## src/design/wsf_pkg.sv

```systemverilog
// Shared types and constants of the window statistics features block.
package wsf_pkg;

    localparam int CFG_IDX_W   = 2;
    localparam int CFG_DATA_W  = 23;
    localparam int TICKS_REG_W = 9;
    localparam int AXES_REG_W  = 4;
    localparam int ENABLE_W    = 5;
    localparam int THR_W       = 23;
    localparam int VALUE_W     = 56;
    localparam int KIND_W      = 3;
    localparam int AXIS_OUT_W  = 3;
    localparam int FRAC_BITS   = 8;

    typedef enum logic [CFG_IDX_W-1:0] {
        CFG_WINDOW_TICKS       = 2'd0,
        CFG_AXIS_COUNT         = 2'd1,
        CFG_FEATURE_ENABLE     = 2'd2,
        CFG_CROSSING_THRESHOLD = 2'd3
    } wsf_cfg_t;

    typedef enum logic [KIND_W-1:0] {
        KIND_RANGE    = 3'd0,
        KIND_MEAN     = 3'd1,
        KIND_ENERGY   = 3'd2,
        KIND_VARIANCE = 3'd3,
        KIND_MIN      = 3'd4,
        KIND_MAX      = 3'd5,
        KIND_CROSS    = 3'd6
    } wsf_kind_t;

    // Feature groups in emission order, one enable bit each.
    localparam logic [2:0] GRP_RANGE_MEAN = 3'd0;
    localparam logic [2:0] GRP_ENERGY     = 3'd1;
    localparam logic [2:0] GRP_VARIANCE   = 3'd2;
    localparam logic [2:0] GRP_MIN_MAX    = 3'd3;
    localparam logic [2:0] GRP_CROSSING   = 3'd4;
    localparam logic [2:0] GRP_DONE       = 3'd5;

    typedef struct packed {
        logic      load;
        logic      acc;
        logic      clear;
        logic      axis_clear;
        logic      axis_inc;
        logic      prep1;
        logic      prep2;
        logic      div_start;
        logic      scan_start;
        logic      latch;
        wsf_kind_t kind;
        logic      last;
    } wsf_cmd_t;

    typedef struct packed {
        logic                win_full;
        logic                div_done;
        logic                scan_done;
        logic                axis_last;
        logic [ENABLE_W-1:0] enable;
    } wsf_status_t;

endpackage

```

## src/design/wsf_ctrl.sv

```systemverilog
// Controller: sequences sample loading, the feature pass and result beats.
module wsf_ctrl
    import wsf_pkg::*;
(
    input  logic        clk,
    input  logic        rst_n,
    input  logic        s_tvalid,
    output logic        s_tready,
    output logic        m_tvalid,
    input  logic        m_tready,
    input  wsf_status_t stat,
    output wsf_cmd_t    cmd
);

    typedef enum logic [2:0] {
        ST_IDLE,
        ST_ACC,
        ST_SEL,
        ST_PREP2,
        ST_DSTART,
        ST_DIV,
        ST_SCAN,
        ST_OUT
    } state_t;

    state_t              state_reg;
    state_t              state_next;
    logic [2:0]          grp_reg;
    logic [2:0]          grp_next;
    logic                half_reg;
    logic                half_next;
    logic                tready_reg;
    logic                tready_next;
    logic                tvalid_reg;
    logic                tvalid_next;
    logic                pair;
    logic [ENABLE_W-1:0] en_here;
    logic [ENABLE_W-1:0] en_above;
    logic                grp_en;
    wsf_kind_t           kind;

    assign pair     = (grp_reg == GRP_RANGE_MEAN) || (grp_reg == GRP_MIN_MAX);
    assign en_here  = stat.enable >> grp_reg;
    assign en_above = stat.enable >> (grp_reg + 3'd1);
    assign grp_en   = en_here[0];

    always_comb
    begin
        case (grp_reg)
            GRP_RANGE_MEAN: kind = half_reg ? KIND_MEAN : KIND_RANGE;
            GRP_ENERGY:     kind = KIND_ENERGY;
            GRP_VARIANCE:   kind = KIND_VARIANCE;
            GRP_MIN_MAX:    kind = half_reg ? KIND_MAX : KIND_MIN;
            GRP_CROSSING:   kind = KIND_CROSS;
            default:        kind = KIND_RANGE;
        endcase
    end

    always_comb
    begin
        cmd          = '0;
        cmd.kind     = kind;
        cmd.last     = (!pair || half_reg) && stat.axis_last && (en_above == '0);
        state_next   = state_reg;
        grp_next     = grp_reg;
        half_next    = half_reg;
        tready_next  = tready_reg;
        tvalid_next  = tvalid_reg;

        case (state_reg)
            ST_IDLE:
            begin
                if (s_tvalid && tready_reg)
                begin
                    cmd.load    = 1'b1;
                    tready_next = 1'b0;
                    state_next  = ST_ACC;
                end
            end
            ST_ACC:
            begin
                cmd.acc = 1'b1;
                if (stat.win_full)
                begin
                    grp_next       = GRP_RANGE_MEAN;
                    half_next      = 1'b0;
                    cmd.axis_clear = 1'b1;
                    state_next     = ST_SEL;
                end
                else
                begin
                    tready_next = 1'b1;
                    state_next  = ST_IDLE;
                end
            end
            ST_SEL:
            begin
                if (grp_reg == GRP_DONE)
                begin
                    cmd.clear   = 1'b1;
                    tready_next = 1'b1;
                    state_next  = ST_IDLE;
                end
                else if (!grp_en)
                begin
                    grp_next       = grp_reg + 3'd1;
                    half_next      = 1'b0;
                    cmd.axis_clear = 1'b1;
                end
                else
                begin
                    case (kind)
                        KIND_MEAN:
                            state_next = ST_DSTART;
                        KIND_ENERGY,
                        KIND_VARIANCE:
                        begin
                            cmd.prep1  = 1'b1;
                            state_next = ST_PREP2;
                        end
                        KIND_CROSS:
                        begin
                            cmd.scan_start = 1'b1;
                            state_next     = ST_SCAN;
                        end
                        default:
                        begin
                            cmd.latch   = 1'b1;
                            tvalid_next = 1'b1;
                            state_next  = ST_OUT;
                        end
                    endcase
                end
            end
            ST_PREP2:
            begin
                cmd.prep2  = 1'b1;
                state_next = ST_DSTART;
            end
            ST_DSTART:
            begin
                cmd.div_start = 1'b1;
                state_next    = ST_DIV;
            end
            ST_DIV:
            begin
                if (stat.div_done)
                begin
                    cmd.latch   = 1'b1;
                    tvalid_next = 1'b1;
                    state_next  = ST_OUT;
                end
            end
            ST_SCAN:
            begin
                if (stat.scan_done)
                begin
                    cmd.latch   = 1'b1;
                    tvalid_next = 1'b1;
                    state_next  = ST_OUT;
                end
            end
            ST_OUT:
            begin
                if (m_tready)
                begin
                    tvalid_next = 1'b0;
                    state_next  = ST_SEL;
                    if (pair && !half_reg)
                    begin
                        half_next = 1'b1;
                    end
                    else
                    begin
                        half_next = 1'b0;
                        if (stat.axis_last)
                        begin
                            cmd.axis_clear = 1'b1;
                            grp_next       = grp_reg + 3'd1;
                        end
                        else
                        begin
                            cmd.axis_inc = 1'b1;
                        end
                    end
                end
            end
            default:
            begin
                state_next = ST_IDLE;
            end
        endcase
    end

    always_ff @(posedge clk or negedge rst_n)
    begin
        if (!rst_n)
        begin
            state_reg  <= ST_IDLE;
            grp_reg    <= GRP_RANGE_MEAN;
            half_reg   <= 1'b0;
            tready_reg <= 1'b1;
            tvalid_reg <= 1'b0;
        end
        else
        begin
            state_reg  <= state_next;
            grp_reg    <= grp_next;
            half_reg   <= half_next;
            tready_reg <= tready_next;
            tvalid_reg <= tvalid_next;
        end
    end

    assign s_tready = tready_reg;
    assign m_tvalid = tvalid_reg;

`ifndef SYNTHESIS
    a_no_overlap: assert property (@(posedge clk) disable iff (!rst_n)
        !(tready_reg && tvalid_reg))
        else $error("input ready while a result beat is pending");
    a_div_state: assert property (@(posedge clk) disable iff (!rst_n)
        stat.div_done |-> state_reg == ST_DIV)
        else $error("divider finished outside the divide wait");
    a_scan_state: assert property (@(posedge clk) disable iff (!rst_n)
        stat.scan_done |-> state_reg == ST_SCAN)
        else $error("scan finished outside the scan wait");
    a_latch_out: assert property (@(posedge clk) disable iff (!rst_n)
        cmd.latch |=> (tvalid_reg && state_reg == ST_OUT))
        else $error("latched result not presented");
`endif

endmodule

```

## config.mk

```make
export PLATFORM = sky130hd
export DESIGN_NAME = wsf_ctrl
export DESIGN_NICKNAME = d
export VERILOG_FILES = /design/src/design/wsf_pkg.sv /design/src/design/wsf_ctrl.sv
export SDC_FILE = /design/constraint.sdc
export NUM_CORES = 1
export LEC_CHECK = 0
export ABC_AREA = 1
export BUFFER_PORTS_ARGS = -buffer_cell sky130_fd_sc_hd__buf_2
export CAP_MARGIN = 15
export CORE_MARGIN = 2
export CORE_UTILIZATION = 55
export CTS_CLUSTER_SIZE = 25
export DETAILED_ROUTE_END_ITERATION = 10
export GPL_ROUTABILITY_DRIVEN = 0
export PLACE_DENSITY_LB_ADDON = 0.1
export SETUP_SLACK_MARGIN = 0.3
export SLEW_MARGIN = 20
export SYNTH_ARGS = -nofsm -noshare
export SYNTH_HDL_FRONTEND = slang
export SYNTH_SLANG_ARGS = --single-unit
```

## constraint.sdc

```tcl
create_clock -name clk -period 4.1 [get_ports clk]
set_input_delay 0 -clock clk [delete_from_list [all_inputs] [get_ports clk]]
set_output_delay 0 -clock clk [all_outputs]
set_load 0.02 [all_outputs]
```

==> results.sh <==
export IMPL_outcome="finished clean"
export IMPL_drv_slew=0
export IMPL_crit_reg2reg_launch="grp_reg[0]"
export IMPL_post_dp_cell_area_mm2=0.00116
export IMPL_die_w_um=46.4
export IMPL_tritoncts="built"
export IMPL_adder_and_majority_gate_portion_of_the_synthesized_area_pct=6.32
export IMPL_fmaxAchievable_mhz=488
export IMPL_end_kind="output pin"
export IMPL_seq_area_frac_synth_pct=22.9
export IMPL_grt_use_total_pct=24.8
export IMPL_rows=15
export IMPL_synth_enable_flop_cells=0
export IMPL_clock_sinks=9
export IMPL_pwr_share_comb_pct=72.2
export IMPL_timing_critical_path_from_type="flop"
export IMPL_fin_skew_ns=0.00354
export IMPL_worst_ep_required_time_ns=4.10
export IMPL_drcViolationCount=0
export IMPL_total_power_uw=924
export IMPL_ys_top_cells_by_count="nand2_1, inv_1, nor2_1"
export IMPL_hp_start="stat[7]"
export IMPL_power_share_sequential_pct=20.4
export IMPL_post_synth_instance_area_um2=990
export IMPL_worst_hold_path_ep="state_reg[0]"
export IMPL_layout_cell_area_non_filler_mm2=0.00120
export IMPL_worstReg2RegEnd="m_tvalid"
export IMPL_final_nets=213
export IMPL_route_antenna_remaining_nets=0
export IMPL_detailed_place_hpwl_um=2030
export IMPL_core_area_mm2=0.00171
export IMPL_drt_initial_drc_count=27
export IMPL_synth_nets=179
export IMPL_syn_mean_instance_area_um2=6.15
export IMPL_routed_via_count=1115
export IMPL_wl_per_cell_um=10.9
export IMPL_timing_max_slew_rel_slack_pct=76.9
export IMPL_irDropWorstVdd_mv=0.497
export IMPL_post_drt_via_cell_ratio=5.09
export IMPL_combinational_family_with_the_most_area_after_synthesis="simple AND/OR/NAND/NOR gates"
export IMPL_worst_setup_path_type="reg2out"
export IMPL_synth_largest_type_area_fraction_pct=20.2
export IMPL_yosys_area_top_type="dfrtp_1"
export IMPL_maxUsedRoutingLayer="met4"
export IMPL_ctsResizeCount=0
export IMPL_fin_crit_ns=2.05
export IMPL_synth_area_leaders="dfrtp_1, nand2_1, inv_1"
export IMPL_synth_seq_cells=9
export IMPL_grt_max_degree=10
export IMPL_grt_antenna_before_repair=0
export IMPL_tritoncts_num_buffers=3
export IMPL_yosys_area_share_xor_xnor_pct=0
export IMPL_asyncSetResetFlopFracSynth_pct=100
export IMPL_antenna_cells_inserted=0
export IMPL_hold_path_depth=4
export IMPL_grt_first_pass_wirelength_um=3820
export IMPL_rr_worst_depth=9
export IMPL_cellPowerDensity_mw_per_mm2=771
export IMPL_path_max_fanout=8
export IMPL_overflow=0
export IMPL_cell_internal_power_uw=393
export IMPL_share_clk_of_total_power_pct=7.4
export IMPL_ctsRootBufferMaster="clkbuf_4"
export IMPL_cts_buffer_depth=2
export IMPL_boundaryPins=29
export IMPL_netSwitchingPower_uw=530
export IMPL_clk_insertion_delay_late_ns=0.26
export IMPL_power_switching_fraction_pct=57.4
export IMPL_critPathArrivalTime_ns=2.05
export IMPL_clk_transition_reported_paths_ns=0.06
export IMPL_layout_cells_sized_above_1_pct=28.4
export IMPL_h_tree_lvl_count=1
export IMPL_initial_core_utilization_pct=57.9
export IMPL_timing_final_crit_share_pct=50.0
export IMPL_fin_tns_setup_ns=0
export IMPL_met2RoutedLength_um=1090
export IMPL_placement_io_buffers=28
export IMPL_wl_met3_um=149
export IMPL_die_h_um=46.4
export IMPL_actual_slew_at_the_worst_max_slew_pin_ns=0.347
export IMPL_drt_total_wl_um=2380
export IMPL_full_die_area_mm2=0.00215
export IMPL_yosysMostFrequentCell="nand2_1"
export IMPL_synth_distinct_cells=28
export IMPL_static_leakage_power_uw=0.000722
export IMPL_yosys_warnings=0
export IMPL_report_final_setup_viol=0
export IMPL_drv_cap=0
export IMPL_rrSetupSlack_ns=2.33
export IMPL_synth_compound_area_share_pct=9.61
export IMPL_setup_repair_after_global_routing_missed_its_margin="false"
export IMPL_classification_of_the_worst_slack_hold_path="in2reg"
export IMPL_vias_in_the_first_global_route=938
export IMPL_post_synth_and_or_nand_nor_area_fraction_pct=49.4
export IMPL_netlist_instances=161
export IMPL_synth_main_ff_cell="dfrtp_1"
export IMPL_area_growth_synth_to_final_pct=21.0
export IMPL_drt_pass1_iterations=4
export IMPL_final_hold_viol_count=0
export IMPL_wl_met1_um=1110
export IMPL_muxShareOfSynthArea_pct=0
## worst max-delay path: stages, from the launching register on
cell	delay, ns
dfrtp_1	0.48
ha_1	0.24
ha_1	0.21
nand2_1	0.06
and2_1	0.16
nand2_1	0.09
nand2_1	0.08
nand3_1	0.13
nand4_1	0.14
inv_1	0.05
buf_2	0.15
## power by group through the flow
stage                     registers (uW)  clock network [uW]  logic [uW]
final                                189                68.3         667
after global routing                 193                75.1         739
after CTS                            189                69.5         665
after detailed placement             190                   0         661
after global placement               187                   0         648
after floorplan                      190                   0         500
## how the worst max path moves through the flow
stage | start | endpoint | slack (ns) | cells after the start
floorplan | grp_reg[0] | state_reg[0] | 2.40 | 11
CTS | grp_reg[0] | cmd[4] | 2.06 | 10
finish | grp_reg[0] | cmd[4] | 2.05 | 10
detailed placement | grp_reg[0] | cmd[4] | 2.35 | 10
global route | grp_reg[0] | cmd[4] | 1.85 | 10
global placement | grp_reg[0] | cmd[4] | 2.39 | 10
## stage by stage
step	utilization (%)	std cells	hold WS, ns	setup WS, ns
after floorplan	-	161	-0.296	2.40
after global placement	68.0	214	-0.138	2.39
after detailed placement	68.0	214	-0.134	2.35
after CTS	70.1	219	0.0587	2.06
after global routing	70.1	219	0.0749	1.85
final	70.1	219	0.0611	2.05
## layer usage
layer	track usage (%)	vias up
met3	3.53	5
met1	34.9	494
met2	38.3	42
met4	8.57	0
li1	-	574
met5	0	-
## what timing repair did
action                                 in CTS  in global routing
endpoints found under the hold margin       9                  0
hold buffers                                1                  0
setup endpoints to repair                   0                  0
buffers inserted                            0                  0
## final cells by class
class / count / area [um2]
clock buffers: 4 / 26.3
fillers: 168 / 510
inverters: 31 / 116
multi-input cells: 121 / 647
flip-flops and latches: 9 / 226
well taps: 25 / 31.3
repair buffers: 29 / 150
## layout by cell type (no fill, tap or decap), types with 2 or more instances in the layout
cell type  count
ha_1           5
o21ai_0        2
buf_2         28
nor2_4         2
inv_2          9
nand3_1       14
clkbuf_4       3
nor2_1        16
a21oi_1        7
nor2_2         4
nand2_1       49
nand2_4        2
nand3_2        2
dfrtp_1        8
o21ai_1        2
nand3b_1       2
nand4_1        3
inv_1         22
## logic make-up after synthesis
group	Yosys count
AO/OA/AOI/OAI	16
AND/OR/NAND/NOR	100
flip-flops	9
buffers and inverters	31
adder cells (fa/ha/maj)	5
No activity file was read; power rests on OpenSTA's default activity.
